==> src/design/udsfota_pkg.sv <==
// Shared types and constants of the diagnostic server with firmware-update flow.
package udsfota_pkg;

  // Largest request length that is processed at all
  localparam int unsigned RxMaxBytes = 4095;

  // Configuration port
  localparam int unsigned CfgDataW = 16;
  localparam int unsigned CfgIdxW  = 3;

  localparam logic [CfgIdxW-1:0] CfgMaxBlock   = 3'd0;
  localparam logic [CfgIdxW-1:0] CfgCounterWrap = 3'd1;
  localparam logic [CfgIdxW-1:0] CfgLengthFmt  = 3'd2;
  localparam logic [CfgIdxW-1:0] CfgVerifyId   = 3'd3;
  localparam logic [CfgIdxW-1:0] CfgActivateId = 3'd4;
  localparam logic [CfgIdxW-1:0] CfgRollbackId = 3'd5;
  localparam logic [CfgIdxW-1:0] CfgStatusId   = 3'd6;

  // Service identifiers
  localparam logic [7:0] SidSession  = 8'h10;
  localparam logic [7:0] SidReset    = 8'h11;
  localparam logic [7:0] SidTester   = 8'h3E;
  localparam logic [7:0] SidDownload = 8'h34;
  localparam logic [7:0] SidTransfer = 8'h36;
  localparam logic [7:0] SidExit     = 8'h37;
  localparam logic [7:0] SidRoutine  = 8'h31;
  localparam logic [7:0] SidReadId   = 8'h22;

  // Positive response identifiers
  localparam logic [7:0] PosSession  = 8'h50;
  localparam logic [7:0] PosReset    = 8'h51;
  localparam logic [7:0] PosTester   = 8'h7E;
  localparam logic [7:0] PosDownload = 8'h74;
  localparam logic [7:0] PosTransfer = 8'h76;
  localparam logic [7:0] PosExit     = 8'h77;
  localparam logic [7:0] PosRoutine  = 8'h71;
  localparam logic [7:0] PosReadId   = 8'h62;

  // Negative response and its codes
  localparam logic [7:0] NegSid  = 8'h7F;
  localparam logic [7:0] NrcSns  = 8'h11;
  localparam logic [7:0] NrcSfns = 8'h12;
  localparam logic [7:0] NrcLen  = 8'h13;
  localparam logic [7:0] NrcCnc  = 8'h22;
  localparam logic [7:0] NrcSeq  = 8'h24;
  localparam logic [7:0] NrcRor  = 8'h31;

  // Session timing bytes of the session control response
  localparam logic [7:0] P2High     = 8'h00;
  localparam logic [7:0] P2Low      = 8'h32;
  localparam logic [7:0] P2StarHigh = 8'h01;
  localparam logic [7:0] P2StarLow  = 8'hF4;

  // Subfunctions
  localparam logic [7:0] SubDefault     = 8'h01;
  localparam logic [7:0] SubProgramming = 8'h02;
  localparam logic [7:0] SubExtended    = 8'h03;
  localparam logic [7:0] SubHardReset   = 8'h01;
  localparam logic [7:0] SubStart       = 8'h01;
  localparam logic [7:0] SubZero        = 8'h00;

  // Sessions
  localparam logic [1:0] SessDefault     = 2'd0;
  localparam logic [1:0] SessExtended    = 2'd1;
  localparam logic [1:0] SessProgramming = 2'd2;

  // Update flow states
  localparam logic [3:0] StIdle      = 4'd0;
  localparam logic [3:0] StExt       = 4'd1;
  localparam logic [3:0] StAccepted  = 4'd2;
  localparam logic [3:0] StXfer      = 4'd3;
  localparam logic [3:0] StDone      = 4'd4;
  localparam logic [3:0] StVerified  = 4'd5;
  localparam logic [3:0] StProg      = 4'd6;
  localparam logic [3:0] StPending   = 4'd7;
  localparam logic [3:0] StActivated = 4'd8;
  localparam logic [3:0] StRollback  = 4'd9;
  localparam logic [3:0] StFailed    = 4'd10;

  // Last result codes
  localparam logic [2:0] ResNone  = 3'd0;
  localparam logic [2:0] ResOk    = 3'd1;
  localparam logic [2:0] ResFail  = 3'd2;
  localparam logic [2:0] ResXfail = 3'd3;
  localparam logic [2:0] ResRb    = 3'd4;

  // Reset values of the configuration registers
  localparam logic [11:0] RstMaxBlock    = 12'd4095;
  localparam logic [7:0]  RstCounterWrap = 8'd255;
  localparam logic [7:0]  RstLengthFmt   = 8'h30;
  localparam logic [15:0] RstVerifyId    = 16'hFF01;
  localparam logic [15:0] RstActivateId  = 16'hFF02;
  localparam logic [15:0] RstRollbackId  = 16'hFF03;
  localparam logic [15:0] RstStatusId    = 16'hF180;

  // Class of a word as seen by the front end
  typedef enum logic [3:0] {
    KindConfirm,
    KindIgnore,
    KindSession,
    KindReset,
    KindTester,
    KindDownload,
    KindTransfer,
    KindExit,
    KindRoutine,
    KindReadId,
    KindUnsupported
  } kind_t;

  // Which configured routine a routine control request names
  typedef enum logic [1:0] {
    RtNone,
    RtVerify,
    RtActivate,
    RtRollback
  } rt_sel_t;

  typedef struct packed {
    logic [11:0] max_block_length;
    logic [7:0]  counter_wrap_value;
    logic [7:0]  length_format_code;
    logic [15:0] verify_routine_id;
    logic [15:0] activate_routine_id;
    logic [15:0] rollback_routine_id;
    logic [15:0] status_identifier;
  } cfg_t;

  // Classified word passed from front to back
  typedef struct packed {
    kind_t      kind;
    logic       tx_ok;
    logic       len_bad;
    logic       len_over;
    rt_sel_t    rt_sel;
    logic       status_hit;
    logic [7:0] sid;
    logic [7:0] b1;
    logic [7:0] b2;
    logic [7:0] b3;
  } cmd_t;

  typedef struct packed {
    logic [2:0] resp_length;
    logic [7:0] resp_b0;
    logic [7:0] resp_b1;
    logic [7:0] resp_b2;
    logic [7:0] resp_b3;
    logic [7:0] resp_b4;
    logic [7:0] resp_b5;
    logic [1:0] session;
    logic [3:0] update_state;
    logic [2:0] last_result;
  } res_t;

endpackage

==> src/design/udsfota_ifs.sv <==
// Request and response channel interfaces of the diagnostic server.
interface udsfota_req_if;
  logic        valid;
  logic        ready;
  logic        mode;
  logic [11:0] req_length;
  logic [7:0]  sid;
  logic [7:0]  byte_one;
  logic [7:0]  byte_two;
  logic [7:0]  byte_three;
  logic        tx_ok;

  modport source (
    output valid, mode, req_length, sid, byte_one, byte_two, byte_three, tx_ok,
    input  ready
  );
  modport sink (
    input  valid, mode, req_length, sid, byte_one, byte_two, byte_three, tx_ok,
    output ready
  );
endinterface

interface udsfota_rsp_if;
  logic       valid;
  logic       ready;
  logic [2:0] resp_length;
  logic [7:0] resp_b0;
  logic [7:0] resp_b1;
  logic [7:0] resp_b2;
  logic [7:0] resp_b3;
  logic [7:0] resp_b4;
  logic [7:0] resp_b5;
  logic [1:0] session;
  logic [3:0] update_state;
  logic [2:0] last_result;

  modport source (
    output valid, resp_length, resp_b0, resp_b1, resp_b2, resp_b3, resp_b4, resp_b5,
           session, update_state, last_result,
    input  ready
  );
  modport sink (
    input  valid, resp_length, resp_b0, resp_b1, resp_b2, resp_b3, resp_b4, resp_b5,
           session, update_state, last_result,
    output ready
  );
endinterface

==> src/design/udsfota_front.sv <==
// Front end: accepts request and confirmation words and classifies them.
module udsfota_front (
  udsfota_req_if.sink           req,
  input  udsfota_pkg::cfg_t     cfg,
  output logic                  cmd_valid,
  input  logic                  cmd_ready,
  output udsfota_pkg::cmd_t     cmd
);

  logic                  len_in_range;
  logic [15:0]           routine_id;
  logic [15:0]           read_id;
  udsfota_pkg::kind_t    kind;
  logic                  len_bad;
  udsfota_pkg::rt_sel_t  rt_sel;

  // Pass the handshake straight to the queue
  assign cmd_valid = req.valid;
  assign req.ready = cmd_ready;

  assign len_in_range = (req.req_length != 12'd0) &&
                        (17'(req.req_length) <= 17'(udsfota_pkg::RxMaxBytes));
  assign routine_id = {req.byte_two, req.byte_three};
  assign read_id    = {req.byte_one, req.byte_two};

  // Classify the service and apply its length rule
  always_comb begin
    kind    = udsfota_pkg::KindUnsupported;
    len_bad = 1'b0;
    if (req.mode) begin
      kind = udsfota_pkg::KindConfirm;
    end else if (!len_in_range) begin
      kind = udsfota_pkg::KindIgnore;
    end else begin
      unique case (req.sid)
        udsfota_pkg::SidSession: begin
          kind    = udsfota_pkg::KindSession;
          len_bad = req.req_length < 12'd2;
        end
        udsfota_pkg::SidReset: begin
          kind    = udsfota_pkg::KindReset;
          len_bad = req.req_length < 12'd2;
        end
        udsfota_pkg::SidTester: begin
          kind    = udsfota_pkg::KindTester;
          len_bad = req.req_length < 12'd2;
        end
        udsfota_pkg::SidDownload: begin
          kind    = udsfota_pkg::KindDownload;
          len_bad = req.req_length < 12'd5;
        end
        udsfota_pkg::SidTransfer: begin
          kind    = udsfota_pkg::KindTransfer;
          len_bad = req.req_length < 12'd2;
        end
        udsfota_pkg::SidExit: begin
          kind    = udsfota_pkg::KindExit;
        end
        udsfota_pkg::SidRoutine: begin
          kind    = udsfota_pkg::KindRoutine;
          len_bad = req.req_length < 12'd4;
        end
        udsfota_pkg::SidReadId: begin
          kind    = udsfota_pkg::KindReadId;
          len_bad = req.req_length != 12'd3;
        end
        default: begin
          kind    = udsfota_pkg::KindUnsupported;
        end
      endcase
    end
  end

  // Match the routine identifier, verify first, then activate, then rollback
  always_comb begin
    priority if (routine_id == cfg.verify_routine_id) begin
      rt_sel = udsfota_pkg::RtVerify;
    end else if (routine_id == cfg.activate_routine_id) begin
      rt_sel = udsfota_pkg::RtActivate;
    end else if (routine_id == cfg.rollback_routine_id) begin
      rt_sel = udsfota_pkg::RtRollback;
    end else begin
      rt_sel = udsfota_pkg::RtNone;
    end
  end

  assign cmd.kind       = kind;
  assign cmd.tx_ok      = req.tx_ok;
  assign cmd.len_bad    = len_bad;
  assign cmd.len_over   = req.req_length > cfg.max_block_length;
  assign cmd.rt_sel     = rt_sel;
  assign cmd.status_hit = read_id == cfg.status_identifier;
  assign cmd.sid        = req.sid;
  assign cmd.b1         = req.byte_one;
  assign cmd.b2         = req.byte_two;
  assign cmd.b3         = req.byte_three;

endmodule

==> src/design/udsfota_queue.sv <==
// Short register queue between the front end and the back end.
module udsfota_queue #(
  parameter int unsigned DEPTH = 2
) (
  input  logic              clk,
  input  logic              rst,
  input  logic              push_valid,
  output logic              push_ready,
  input  udsfota_pkg::cmd_t push_data,
  output logic              pop_valid,
  input  logic              pop_ready,
  output udsfota_pkg::cmd_t pop_data
);

  localparam int unsigned PtrW = (DEPTH > 1) ? $clog2(DEPTH) : 1;
  localparam int unsigned CntW = $clog2(DEPTH + 1);
  localparam logic [PtrW-1:0] LastPtr = PtrW'(DEPTH - 1);
  localparam logic [CntW-1:0] Full    = CntW'(DEPTH);

  udsfota_pkg::cmd_t slots [DEPTH];
  logic [PtrW-1:0]   wr_ptr;
  logic [PtrW-1:0]   rd_ptr;
  logic [CntW-1:0]   count;
  logic              push;
  logic              pop;

  assign push_ready = count != Full;
  assign pop_valid  = count != '0;
  assign push       = push_valid && push_ready;
  assign pop        = pop_valid && pop_ready;
  assign pop_data   = slots[rd_ptr];

  // Store the incoming word
  always_ff @(posedge clk) begin
    if (push) begin
      slots[wr_ptr] <= push_data;
    end
  end

  // Advance pointers and track the fill level
  always_ff @(posedge clk) begin
    if (rst) begin
      wr_ptr <= '0;
      rd_ptr <= '0;
      count  <= '0;
    end else begin
      if (push) begin
        wr_ptr <= (wr_ptr == LastPtr) ? '0 : wr_ptr + PtrW'(1);
      end
      if (pop) begin
        rd_ptr <= (rd_ptr == LastPtr) ? '0 : rd_ptr + PtrW'(1);
      end
      if (push && !pop) begin
        count <= count + CntW'(1);
      end else if (pop && !push) begin
        count <= count - CntW'(1);
      end
    end
  end

endmodule

==> src/design/udsfota_back.sv <==
// Back end: runs the services, keeps session and update flow, registers the result.
module udsfota_back (
  input  logic              clk,
  input  logic              rst,
  input  udsfota_pkg::cfg_t cfg,
  input  logic              cmd_valid,
  output logic              cmd_ready,
  input  udsfota_pkg::cmd_t cmd,
  udsfota_rsp_if.source     rsp
);

  logic [1:0] session;
  logic [1:0] session_next;
  logic [3:0] ustate;
  logic [3:0] ustate_next;
  logic [2:0] last_result;
  logic [2:0] last_result_next;
  logic [7:0] exp_counter;
  logic [7:0] exp_counter_next;
  logic       report_pending;
  logic       report_pending_next;
  logic       idle_pending;
  logic       idle_pending_next;

  logic              out_valid;
  udsfota_pkg::res_t out_res;
  udsfota_pkg::res_t res_next;

  logic       pop;
  logic       is_neg;
  logic [7:0] nrc;
  logic [7:0] sub;
  logic       start_state;

  assign pop       = cmd_valid && (!out_valid || rsp.ready);
  assign cmd_ready = !out_valid || rsp.ready;
  assign sub       = {1'b0, cmd.b1[6:0]};
  assign start_state = (ustate == udsfota_pkg::StIdle) || (ustate == udsfota_pkg::StExt) ||
                       (ustate == udsfota_pkg::StRollback);

  // Carry out one word against the current state
  always_comb begin
    session_next        = session;
    ustate_next         = ustate;
    last_result_next    = last_result;
    exp_counter_next    = exp_counter;
    report_pending_next = report_pending;
    idle_pending_next   = idle_pending;
    res_next            = '0;
    is_neg              = 1'b0;
    nrc                 = udsfota_pkg::NrcSns;

    unique case (cmd.kind)
      udsfota_pkg::KindConfirm: begin
        if (!cmd.tx_ok) begin
          last_result_next = udsfota_pkg::ResFail;
          if (ustate != udsfota_pkg::StIdle && ustate != udsfota_pkg::StActivated) begin
            ustate_next = udsfota_pkg::StFailed;
          end
        end else if (idle_pending) begin
          ustate_next         = udsfota_pkg::StIdle;
          exp_counter_next    = 8'd1;
          idle_pending_next   = 1'b0;
          report_pending_next = 1'b0;
        end
      end
      udsfota_pkg::KindIgnore: begin
      end
      udsfota_pkg::KindSession: begin
        if (cmd.len_bad) begin
          is_neg = 1'b1;
          nrc    = udsfota_pkg::NrcLen;
        end else if (sub == udsfota_pkg::SubDefault) begin
          session_next = udsfota_pkg::SessDefault;
        end else if (sub == udsfota_pkg::SubExtended) begin
          session_next = udsfota_pkg::SessExtended;
          if (start_state) begin
            ustate_next = udsfota_pkg::StExt;
          end
        end else if (sub == udsfota_pkg::SubProgramming) begin
          if (ustate != udsfota_pkg::StVerified && ustate != udsfota_pkg::StProg) begin
            is_neg = 1'b1;
            nrc    = udsfota_pkg::NrcCnc;
          end else begin
            session_next = udsfota_pkg::SessProgramming;
            ustate_next  = udsfota_pkg::StProg;
          end
        end else begin
          is_neg = 1'b1;
          nrc    = udsfota_pkg::NrcSfns;
        end
        res_next.resp_length = 3'd6;
        res_next.resp_b0     = udsfota_pkg::PosSession;
        res_next.resp_b1     = sub;
        res_next.resp_b2     = udsfota_pkg::P2High;
        res_next.resp_b3     = udsfota_pkg::P2Low;
        res_next.resp_b4     = udsfota_pkg::P2StarHigh;
        res_next.resp_b5     = udsfota_pkg::P2StarLow;
      end
      udsfota_pkg::KindReset: begin
        if (cmd.len_bad) begin
          is_neg = 1'b1;
          nrc    = udsfota_pkg::NrcLen;
        end else if (sub != udsfota_pkg::SubHardReset) begin
          is_neg = 1'b1;
          nrc    = udsfota_pkg::NrcSfns;
        end else if (ustate == udsfota_pkg::StPending) begin
          ustate_next         = udsfota_pkg::StActivated;
          last_result_next    = udsfota_pkg::ResOk;
          report_pending_next = 1'b1;
        end
        res_next.resp_length = 3'd2;
        res_next.resp_b0     = udsfota_pkg::PosReset;
        res_next.resp_b1     = sub;
      end
      udsfota_pkg::KindTester: begin
        if (cmd.len_bad) begin
          is_neg = 1'b1;
          nrc    = udsfota_pkg::NrcLen;
        end else if (sub != udsfota_pkg::SubZero) begin
          is_neg = 1'b1;
          nrc    = udsfota_pkg::NrcSfns;
        end
        res_next.resp_length = 3'd2;
        res_next.resp_b0     = udsfota_pkg::PosTester;
      end
      udsfota_pkg::KindDownload: begin
        if (cmd.len_bad) begin
          is_neg = 1'b1;
          nrc    = udsfota_pkg::NrcLen;
        end else if (session != udsfota_pkg::SessExtended) begin
          is_neg = 1'b1;
          nrc    = udsfota_pkg::NrcCnc;
        end else if (!start_state) begin
          is_neg = 1'b1;
          nrc    = udsfota_pkg::NrcSeq;
        end else begin
          exp_counter_next    = 8'd1;
          idle_pending_next   = 1'b0;
          report_pending_next = 1'b0;
          ustate_next         = udsfota_pkg::StAccepted;
          last_result_next    = udsfota_pkg::ResNone;
        end
        res_next.resp_length = 3'd5;
        res_next.resp_b0     = udsfota_pkg::PosDownload;
        res_next.resp_b1     = cfg.length_format_code;
        res_next.resp_b3     = {4'd0, cfg.max_block_length[11:8]};
        res_next.resp_b4     = cfg.max_block_length[7:0];
      end
      udsfota_pkg::KindTransfer: begin
        if (cmd.len_bad) begin
          is_neg = 1'b1;
          nrc    = udsfota_pkg::NrcLen;
        end else if (cmd.len_over) begin
          is_neg = 1'b1;
          nrc    = udsfota_pkg::NrcRor;
        end else if (ustate != udsfota_pkg::StAccepted && ustate != udsfota_pkg::StXfer) begin
          is_neg = 1'b1;
          nrc    = udsfota_pkg::NrcSeq;
        end else if (cmd.b1 != exp_counter) begin
          // Wrong block counter aborts the transfer
          ustate_next      = udsfota_pkg::StFailed;
          last_result_next = udsfota_pkg::ResXfail;
          is_neg           = 1'b1;
          nrc              = udsfota_pkg::NrcSeq;
        end else begin
          ustate_next      = udsfota_pkg::StXfer;
          exp_counter_next = (exp_counter == cfg.counter_wrap_value) ? 8'd0
                                                                      : exp_counter + 8'd1;
        end
        res_next.resp_length = 3'd2;
        res_next.resp_b0     = udsfota_pkg::PosTransfer;
        res_next.resp_b1     = cmd.b1;
      end
      udsfota_pkg::KindExit: begin
        if (ustate != udsfota_pkg::StXfer) begin
          is_neg = 1'b1;
          nrc    = udsfota_pkg::NrcSeq;
        end else begin
          ustate_next = udsfota_pkg::StDone;
        end
        res_next.resp_length = 3'd1;
        res_next.resp_b0     = udsfota_pkg::PosExit;
      end
      udsfota_pkg::KindRoutine: begin
        if (cmd.len_bad) begin
          is_neg = 1'b1;
          nrc    = udsfota_pkg::NrcLen;
        end else if (sub != udsfota_pkg::SubStart) begin
          is_neg = 1'b1;
          nrc    = udsfota_pkg::NrcSfns;
        end else begin
          unique case (cmd.rt_sel)
            udsfota_pkg::RtVerify: begin
              if (ustate != udsfota_pkg::StDone) begin
                is_neg = 1'b1;
                nrc    = udsfota_pkg::NrcSeq;
              end else begin
                ustate_next = udsfota_pkg::StVerified;
              end
            end
            udsfota_pkg::RtActivate: begin
              if (ustate != udsfota_pkg::StProg) begin
                is_neg = 1'b1;
                nrc    = udsfota_pkg::NrcSeq;
              end else begin
                ustate_next = udsfota_pkg::StPending;
              end
            end
            udsfota_pkg::RtRollback: begin
              ustate_next         = udsfota_pkg::StRollback;
              last_result_next    = udsfota_pkg::ResRb;
              report_pending_next = 1'b1;
              idle_pending_next   = 1'b0;
            end
            default: begin
              is_neg = 1'b1;
              nrc    = udsfota_pkg::NrcRor;
            end
          endcase
        end
        res_next.resp_length = 3'd4;
        res_next.resp_b0     = udsfota_pkg::PosRoutine;
        res_next.resp_b1     = sub;
        res_next.resp_b2     = cmd.b2;
        res_next.resp_b3     = cmd.b3;
      end
      udsfota_pkg::KindReadId: begin
        if (cmd.len_bad) begin
          is_neg = 1'b1;
          nrc    = udsfota_pkg::NrcLen;
        end else if (!cmd.status_hit) begin
          is_neg = 1'b1;
          nrc    = udsfota_pkg::NrcRor;
        end else if ((ustate == udsfota_pkg::StActivated ||
                      ustate == udsfota_pkg::StRollback) && report_pending) begin
          // Hand the outcome report over, then wait for the confirmation
          report_pending_next = 1'b0;
          idle_pending_next   = 1'b1;
        end
        res_next.resp_length = 3'd5;
        res_next.resp_b0     = udsfota_pkg::PosReadId;
        res_next.resp_b1     = cmd.b1;
        res_next.resp_b2     = cmd.b2;
        res_next.resp_b3     = {4'd0, ustate};
        res_next.resp_b4     = {5'd0, last_result};
      end
      default: begin
        is_neg = 1'b1;
        nrc    = udsfota_pkg::NrcSns;
      end
    endcase

    // Replace the positive bytes by a negative response
    if (is_neg) begin
      res_next.resp_length = 3'd3;
      res_next.resp_b0     = udsfota_pkg::NegSid;
      res_next.resp_b1     = cmd.sid;
      res_next.resp_b2     = nrc;
      res_next.resp_b3     = 8'd0;
      res_next.resp_b4     = 8'd0;
      res_next.resp_b5     = 8'd0;
    end

    res_next.session      = session_next;
    res_next.update_state = ustate_next;
    res_next.last_result  = last_result_next;
  end

  // Commit the state of a word taken from the queue
  always_ff @(posedge clk) begin
    if (rst) begin
      session        <= udsfota_pkg::SessDefault;
      ustate         <= udsfota_pkg::StIdle;
      last_result    <= udsfota_pkg::ResNone;
      exp_counter    <= 8'd1;
      report_pending <= 1'b0;
      idle_pending   <= 1'b0;
    end else if (pop) begin
      session        <= session_next;
      ustate         <= ustate_next;
      last_result    <= last_result_next;
      exp_counter    <= exp_counter_next;
      report_pending <= report_pending_next;
      idle_pending   <= idle_pending_next;
    end
  end

  // Hold the result word until the sink takes it
  always_ff @(posedge clk) begin
    if (rst) begin
      out_valid <= 1'b0;
    end else if (pop) begin
      out_valid <= 1'b1;
    end else if (rsp.ready) begin
      out_valid <= 1'b0;
    end
  end

  always_ff @(posedge clk) begin
    if (pop) begin
      out_res <= res_next;
    end
  end

  assign rsp.valid        = out_valid;
  assign rsp.resp_length  = out_res.resp_length;
  assign rsp.resp_b0      = out_res.resp_b0;
  assign rsp.resp_b1      = out_res.resp_b1;
  assign rsp.resp_b2      = out_res.resp_b2;
  assign rsp.resp_b3      = out_res.resp_b3;
  assign rsp.resp_b4      = out_res.resp_b4;
  assign rsp.resp_b5      = out_res.resp_b5;
  assign rsp.session      = out_res.session;
  assign rsp.update_state = out_res.update_state;
  assign rsp.last_result  = out_res.last_result;

endmodule

==> src/design/uds_fota_diagnostic_server_top.sv <==
// Latency: an accepted word is stored in a queue slot, and the back end then registers its result word.
// Throughput: one word per cycle while the sink is ready; the queue and the result
// register let either side stall alone, and every word yields exactly one result word.
// The rate is set by the back end, which commits one word's state per cycle.
// Reset (rst, synchronous) clears session, update state, last result, flags,
// the queue and the result register, sets the block counter to one and restores
// all configuration registers to their defaults; no clearing pass follows.
module uds_fota_diagnostic_server_top #(
  parameter int unsigned QUEUE_DEPTH = 2
) (
  input  logic                                  clk,
  input  logic                                  rst,
  udsfota_req_if.sink                           req,
  udsfota_rsp_if.source                         rsp,
  input  logic                                  cfg_we,
  input  logic [udsfota_pkg::CfgIdxW-1:0]       cfg_index,
  input  logic [udsfota_pkg::CfgDataW-1:0]      cfg_data
);

  udsfota_pkg::cfg_t cfg;
  udsfota_pkg::cmd_t front_cmd;
  udsfota_pkg::cmd_t back_cmd;
  logic              front_valid;
  logic              front_ready;
  logic              back_valid;
  logic              back_ready;

  // Write configuration registers
  always_ff @(posedge clk) begin
    if (rst) begin
      cfg.max_block_length    <= udsfota_pkg::RstMaxBlock;
      cfg.counter_wrap_value  <= udsfota_pkg::RstCounterWrap;
      cfg.length_format_code  <= udsfota_pkg::RstLengthFmt;
      cfg.verify_routine_id   <= udsfota_pkg::RstVerifyId;
      cfg.activate_routine_id <= udsfota_pkg::RstActivateId;
      cfg.rollback_routine_id <= udsfota_pkg::RstRollbackId;
      cfg.status_identifier   <= udsfota_pkg::RstStatusId;
    end else if (cfg_we) begin
      unique case (cfg_index)
        udsfota_pkg::CfgMaxBlock:    cfg.max_block_length    <= cfg_data[11:0];
        udsfota_pkg::CfgCounterWrap: cfg.counter_wrap_value  <= cfg_data[7:0];
        udsfota_pkg::CfgLengthFmt:   cfg.length_format_code  <= cfg_data[7:0];
        udsfota_pkg::CfgVerifyId:    cfg.verify_routine_id   <= cfg_data;
        udsfota_pkg::CfgActivateId:  cfg.activate_routine_id <= cfg_data;
        udsfota_pkg::CfgRollbackId:  cfg.rollback_routine_id <= cfg_data;
        udsfota_pkg::CfgStatusId:    cfg.status_identifier   <= cfg_data;
        default: begin
        end
      endcase
    end
  end

  udsfota_front u_front (
    .req       (req),
    .cfg       (cfg),
    .cmd_valid (front_valid),
    .cmd_ready (front_ready),
    .cmd       (front_cmd)
  );

  udsfota_queue #(
    .DEPTH (QUEUE_DEPTH)
  ) u_queue (
    .clk        (clk),
    .rst        (rst),
    .push_valid (front_valid),
    .push_ready (front_ready),
    .push_data  (front_cmd),
    .pop_valid  (back_valid),
    .pop_ready  (back_ready),
    .pop_data   (back_cmd)
  );

  udsfota_back u_back (
    .clk       (clk),
    .rst       (rst),
    .cfg       (cfg),
    .cmd_valid (back_valid),
    .cmd_ready (back_ready),
    .cmd       (back_cmd),
    .rsp       (rsp)
  );

  // A three-byte result is always a negative response and vice versa
  a_neg_length : assert property (@(posedge clk) disable iff (rst)
    rsp.valid |-> ((rsp.resp_length == 3'd3) == (rsp.resp_b0 == udsfota_pkg::NegSid)))
    else $error("negative response length mismatch");

  // Byte five reads as zero unless the response is six bytes long
  a_tail_zero : assert property (@(posedge clk) disable iff (rst)
    (rsp.valid && rsp.resp_length != 3'd6) |-> (rsp.resp_b5 == 8'd0))
    else $error("response byte beyond length not cleared");

  // No result is offered in the cycle after reset
  a_reset_empty : assert property (@(posedge clk)
    $past(rst) |-> !rsp.valid)
    else $error("result valid right after reset");

  // A word that enters an empty queue passes through it before it shows up as a result; there is no bypass
  a_no_bypass : assert property (@(posedge clk) disable iff (rst)
    (!back_valid && !rsp.valid) |=> !rsp.valid)
    else $error("result appeared without a queued word");

endmodule

==> src/flat_wrapper.sv <==
// flat-port wrapper written by rule: the top's interface ports become plain ports
module uds_fota_diagnostic_server_top_flat 
#(
  parameter int unsigned QUEUE_DEPTH = 2
)
  (clk, rst, cfg_we, cfg_index, cfg_data, req_valid, req_mode, req_req_length, req_sid, req_byte_one, req_byte_two, req_byte_three, req_tx_ok, req_ready, rsp_valid, rsp_resp_length, rsp_resp_b0, rsp_resp_b1, rsp_resp_b2, rsp_resp_b3, rsp_resp_b4, rsp_resp_b5, rsp_session, rsp_update_state, rsp_last_result, rsp_ready);
  udsfota_req_if req_i ();
  udsfota_rsp_if rsp_i ();
  input  logic clk;
  input  logic rst;
  input  logic cfg_we;
  input  logic [udsfota_pkg::CfgIdxW-1:0] cfg_index;
  input  logic [udsfota_pkg::CfgDataW-1:0] cfg_data;
  input wire logic [$bits(req_i.valid)-1:0] req_valid;
  input wire logic [$bits(req_i.mode)-1:0] req_mode;
  input wire logic [$bits(req_i.req_length)-1:0] req_req_length;
  input wire logic [$bits(req_i.sid)-1:0] req_sid;
  input wire logic [$bits(req_i.byte_one)-1:0] req_byte_one;
  input wire logic [$bits(req_i.byte_two)-1:0] req_byte_two;
  input wire logic [$bits(req_i.byte_three)-1:0] req_byte_three;
  input wire logic [$bits(req_i.tx_ok)-1:0] req_tx_ok;
  output wire logic [$bits(req_i.ready)-1:0] req_ready;
  output wire logic [$bits(rsp_i.valid)-1:0] rsp_valid;
  output wire logic [$bits(rsp_i.resp_length)-1:0] rsp_resp_length;
  output wire logic [$bits(rsp_i.resp_b0)-1:0] rsp_resp_b0;
  output wire logic [$bits(rsp_i.resp_b1)-1:0] rsp_resp_b1;
  output wire logic [$bits(rsp_i.resp_b2)-1:0] rsp_resp_b2;
  output wire logic [$bits(rsp_i.resp_b3)-1:0] rsp_resp_b3;
  output wire logic [$bits(rsp_i.resp_b4)-1:0] rsp_resp_b4;
  output wire logic [$bits(rsp_i.resp_b5)-1:0] rsp_resp_b5;
  output wire logic [$bits(rsp_i.session)-1:0] rsp_session;
  output wire logic [$bits(rsp_i.update_state)-1:0] rsp_update_state;
  output wire logic [$bits(rsp_i.last_result)-1:0] rsp_last_result;
  input wire logic [$bits(rsp_i.ready)-1:0] rsp_ready;
  assign req_i.valid = req_valid;
  assign req_i.mode = req_mode;
  assign req_i.req_length = req_req_length;
  assign req_i.sid = req_sid;
  assign req_i.byte_one = req_byte_one;
  assign req_i.byte_two = req_byte_two;
  assign req_i.byte_three = req_byte_three;
  assign req_i.tx_ok = req_tx_ok;
  assign req_ready = req_i.ready;
  assign rsp_valid = rsp_i.valid;
  assign rsp_resp_length = rsp_i.resp_length;
  assign rsp_resp_b0 = rsp_i.resp_b0;
  assign rsp_resp_b1 = rsp_i.resp_b1;
  assign rsp_resp_b2 = rsp_i.resp_b2;
  assign rsp_resp_b3 = rsp_i.resp_b3;
  assign rsp_resp_b4 = rsp_i.resp_b4;
  assign rsp_resp_b5 = rsp_i.resp_b5;
  assign rsp_session = rsp_i.session;
  assign rsp_update_state = rsp_i.update_state;
  assign rsp_last_result = rsp_i.last_result;
  assign rsp_i.ready = rsp_ready;
  uds_fota_diagnostic_server_top #(.QUEUE_DEPTH(QUEUE_DEPTH)) u_core (.clk(clk), .rst(rst), .req(req_i), .rsp(rsp_i), .cfg_we(cfg_we), .cfg_index(cfg_index), .cfg_data(cfg_data));
endmodule
==> config.mk <==
export PLATFORM = sky130hd
export DESIGN_NAME = uds_fota_diagnostic_server_top_flat
export DESIGN_NICKNAME = d
export VERILOG_FILES = /design/src/design/udsfota_pkg.sv /design/src/design/udsfota_ifs.sv /design/src/design/udsfota_front.sv /design/src/design/udsfota_queue.sv /design/src/design/udsfota_back.sv /design/src/design/uds_fota_diagnostic_server_top.sv /design/src/flat_wrapper.sv
export SDC_FILE = /design/constraint.sdc
export NUM_CORES = 1
export LEC_CHECK = 0
export ABC_AREA = 0
export BUFFER_PORTS_ARGS = -buffer_cell sky130_fd_sc_hd__buf_4
export CAP_MARGIN = 20
export CORE_MARGIN = 1
export CORE_UTILIZATION = 59
export DETAILED_ROUTE_END_ITERATION = 12
export PLACE_DENSITY_LB_ADDON = 0.12
export SKIP_LAST_GASP = 1
export SYNTH_ARGS = -nofsm -noshare
export SYNTH_HDL_FRONTEND = slang
export SYNTH_SLANG_ARGS = --single-unit
==> constraint.sdc <==
create_clock -name clk -period 3.77 [get_ports clk]
set_input_delay 0.754 -clock clk [delete_from_list [all_inputs] [get_ports clk]]
set_output_delay 0.754 -clock clk [all_outputs]
set_load 0.005 [all_outputs]
==> impl_metrics.py <==
metrics = {
    "status": {
        "outcome": "complete, no violations",
    },
    "logic_synthesis": {
        "synth_xor_xnor_area_share_pct": 6.47,
        "mappedNetlistArea_um2": 12300,
        "ys.warnings.count": 0,
        "synthAdderAreaFrac_pct": 1.42,
        "synth_flop_cell": "sky130_fd_sc_hd__edfxtp_1",
        "dominant_combinational_cell_family_by_area_after_synthesis": "simple AND/OR/NAND/NOR gates",
        "netlist-cell-type-count": 83,
        "number_of_enable_flip_flop_cells_after_synthesis": 136,
        "synth_simple_gate_area_share_pct": 20.1,
        "synthMuxAreaShare_pct": 4.61,
        "synth-compound-area-share_pct": 12.0,
        "async_reset_ff_share_pct": 0,
        "syn_avg_cell_area_um2": 10.2,
        "netlist_instances": 1206,
        "synth.ff_latch_count": 253,
        "synth_seq_area_share_pct": 52.2,
    },
    "placement": {
        "placement.io_buffers": 127,
        "dp.final_hpwl_mm": 24.3,
        "numPlacedInstances": 1568,
        "gpl.final_weighted_congestion": 0.999,
        "pre_cts_slack_ns": 0.645,
    },
    "layout": {
        "postLayoutCoreUtil_pct": 70.3,
        "multi_input_area_um2": 5540,
        "nFillCells": 1570,
        "layout_commonest_cell": "sky130_fd_sc_hd__nand2_1",
        "drive_above_1_share_pct": 17.1,
        "syn_to_final_growth_pct": 16.3,
        "final-seq-area_um2": 6430,
        "antennaDiodeCount": 0,
        "layout.cells.most_common_list": "sky130_fd_sc_hd__nand2_1, sky130_fd_sc_hd__buf_4, sky130_fd_sc_hd__edfxtp_1",
        "final_net_count": 1409,
        "final_cells": 1613,
    },
    "detailed_routing": {
        "total_detailed_routing_wirelength_mm": 33.9,
        "via_per_inst": 6.09,
        "drt-wirelength-per-cell_um": 21.0,
        "first_iter_violations": 930,
        "drt-pass1-iter-count": 6,
        "dr_total_vias": 9825,
        "drc": 0,
        "ant_nets": 0,
    },
    "clock_tree": {
        "cts_made_buffers": 25,
        "cts_setup_buffers": 0,
        "clock_tree.htree_level_count": 1,
        "cts_hold_repair.buffers": 0,
        "clkLatencyLatePin_ns": 0.53,
        "clock_tree.root_cell": "sky130_fd_sc_hd__clkbuf_16",
        "ctsResizeCount": 0,
        "clock_tree_from_tritoncts": "yes",
        "cts.sinks": 253,
        "worst_setup_hold_path_clk_slew_ns": 0.06,
        "clock_path_buffers": 3,
    },
    "timing": {
        "finalSetupViolations": 0,
        "setup_tns_ns": 0,
        "skew_ns": 0.0181,
        "finalWorstPathRequiredPeriod_ns": 3.22,
        "min_period_over_period_pct": 85.5,
        "timing.final.max_slew_violations": 0,
        "grt_setup_unrepaired": "no",
        "fmax_mhz": 310,
        "setup_slack_ns": 0.546,
        "hold_viol_final": 0,
        "slew_headroom_pct": 27.1,
        "worstMarginPinSlew_ns": 1.09,
    },
    "worst_setup_path": {
        "cp-start-kind": "register",
        "critPathKind": "reg -> reg",
        "cp_arrival_ns": 3.48,
        "critical_path_peak_fanout": 50,
        "worstPathRequired_ns": 4.02,
        "setup.worst_path.end_class": "register",
    },
    "power": {
        "switching_share_pct": 33.1,
        "power.sequential.fraction_pct": 42.5,
        "vdd.ir_drop.worst_mv": 0.416,
        "power.static_leakage_nw": 5.55,
        "p_int_mw": 6.20,
        "pwr-share-comb_pct": 31.3,
        "power_density_relative_to_cell_area_nw_per_um2": 647,
        "p_sw_mw": 3.06,
        "clkPwrFrac_pct": 26.2,
    },
    "grt": {
        "initial_antenna_violation_count": 0,
        "grt-ovfl-total": 0,
        "grt_first_pass_wirelength_mm": 52.7,
        "largest_net_degree_at_the_start_of_global_routing": 72,
        "global_route.usage.total_pct": 32.0,
        "vias_in_the_first_global_route": 9251,
    },
    "die": {
        "core_area_um2": 20400,
        "die_height_um": 146,
        "starting_density_pct": 60.5,
        "rows": 52,
        "fp.dieW_um": 146,
        "ios": 132,
        "floorplan.die_area_um2": 21500,
    },
    "job": {
        "max_cap_viol_count": 0,
    },
    "hold_path": {
        "hold_class": "in -> reg",
    },
}
## final timing paths
path	cells past startpoint	startpoint	endpoint	slack, ns
worst min register to register	2	u_core.cfg[70]$_SDFFE_PP0P_	u_core.cfg[70]$_SDFFE_PP0P_	0.45
worst max-delay path	8	register	u_core.u_back.rsp.resp_b2[1]$_DFFE_PP_	0.55
worst min-delay path	1	req_tx_ok	u_core.u_queue.slots[1][37]$_DFFE_PP_	0.42
worst max register to register	8	register	u_core.u_back.rsp.resp_b2[1]$_DFFE_PP_	0.55
## Yosys cell counts, types with 17 or more instances
library cell	instances	area share, %
sky130_fd_sc_hd__dfxtp_1	117	19
sky130_fd_sc_hd__o21ai_0	19	0.77
sky130_fd_sc_hd__xnor2_1	34	2.4
sky130_fd_sc_hd__nand3_1	20	0.81
sky130_fd_sc_hd__edfxtp_1	136	33
sky130_fd_sc_hd__inv_1	18	0.55
sky130_fd_sc_hd__nand4_1	20	1.0
sky130_fd_sc_hd__nand3b_1	49	3.0
sky130_fd_sc_hd__a21oi_1	69	2.8
sky130_fd_sc_hd__nand2_1	211	6.4
sky130_fd_sc_hd__mux2i_1	43	3.5
sky130_fd_sc_hd__clkbuf_1	40	1.2
sky130_fd_sc_hd__nor4_1	21	1.1
sky130_fd_sc_hd__nor3_1	17	0.69
sky130_fd_sc_hd__xor2_1	57	4.1
sky130_fd_sc_hd__nor2_1	79	2.4
## power by group through the flow
| stage | Combinational (mW) | Sequential, mW | Clock, mW |
|---|---|---|---|
| final | 2.90 | 3.94 | 2.43 |
| after floorplan | 1.87 | 3.85 | 0 |
| after global routing | 3.12 | 3.99 | 2.57 |
| after CTS | 2.89 | 3.94 | 2.45 |
| after global placement | 2.84 | 3.98 | 0 |
| after detailed placement | 2.87 | 3.99 | 0 |
## critical path, stage by stage, from the launching register on
cell and delay [ns]:
sky130_fd_sc_hd__dfxtp_4 0.73, sky130_fd_sc_hd__nor3b_1 0.45, sky130_fd_sc_hd__o22a_1 0.51, sky130_fd_sc_hd__nor2_1 0.16, sky130_fd_sc_hd__o22ai_1 0.22, sky130_fd_sc_hd__a2111oi_1 0.10
sky130_fd_sc_hd__a22oi_2 0.31, sky130_fd_sc_hd__buf_4 0.32, sky130_fd_sc_hd__o31ai_1 0.11
## flip-flops by register name, summed over array words and instances, names as in the netlist, 7 cells and up, named ones only
name,flops
u_core.u_back.rsp.resp_b4,8
u_core.u_queue.slots,84
u_core.u_back.rsp.resp_b1,8
u_core.u_back.rsp.resp_b2,8
u_core.cfg,92
u_core.u_back.rsp.resp_b3,8
u_core.u_back.exp_counter,8
u_core.u_back.rsp.resp_b0,7
## metal layers
layer | vias to the layer above | track usage [%] | routed length (µm)
met4 | 0 | 14.0 | 1510
met2 | 433 | 52.9 | 16300
met1 | 4720 | 41.7 | 13700
met5 | - | 0 | 0
met3 | 84 | 4.91 | 2440
li1 | 4588 | - | -
## logic make-up after synthesis
logic type,Yosys count
simple gates,494
flops,253
compound gates,216
xor+xnor,91
buf+inv,82
mux,55
fa+ha+maj,14
other cells,1
## per-stage QoR
step / instance area [µm²] / hold slack [ns] / power, mW
6_report: 14300 / 0.423 / 9.26
5_1_grt: 14300 / 0.412 / 9.69
4_1_cts: 14300 / 0.409 / 9.28
3_5_place_dp: 13500 / 0.447 / 6.86
3_3_place_gp: 13500 / 0.445 / 6.82
2_1_floorplan: 12300 / 0.437 / 5.72
## cell type report
class | instances | area share (%)
flip-flops and latches | 253 | 44.9
clock buffers | 38 | 5.13
inverters | 18 | 0.472
clock inverters | 7 | 0.463
well taps | 270 | 2.36
repair buffers | 153 | 8.02
multi-input cells | 874 | 38.7
Note: power is estimated with default switching activity, not from simulation.
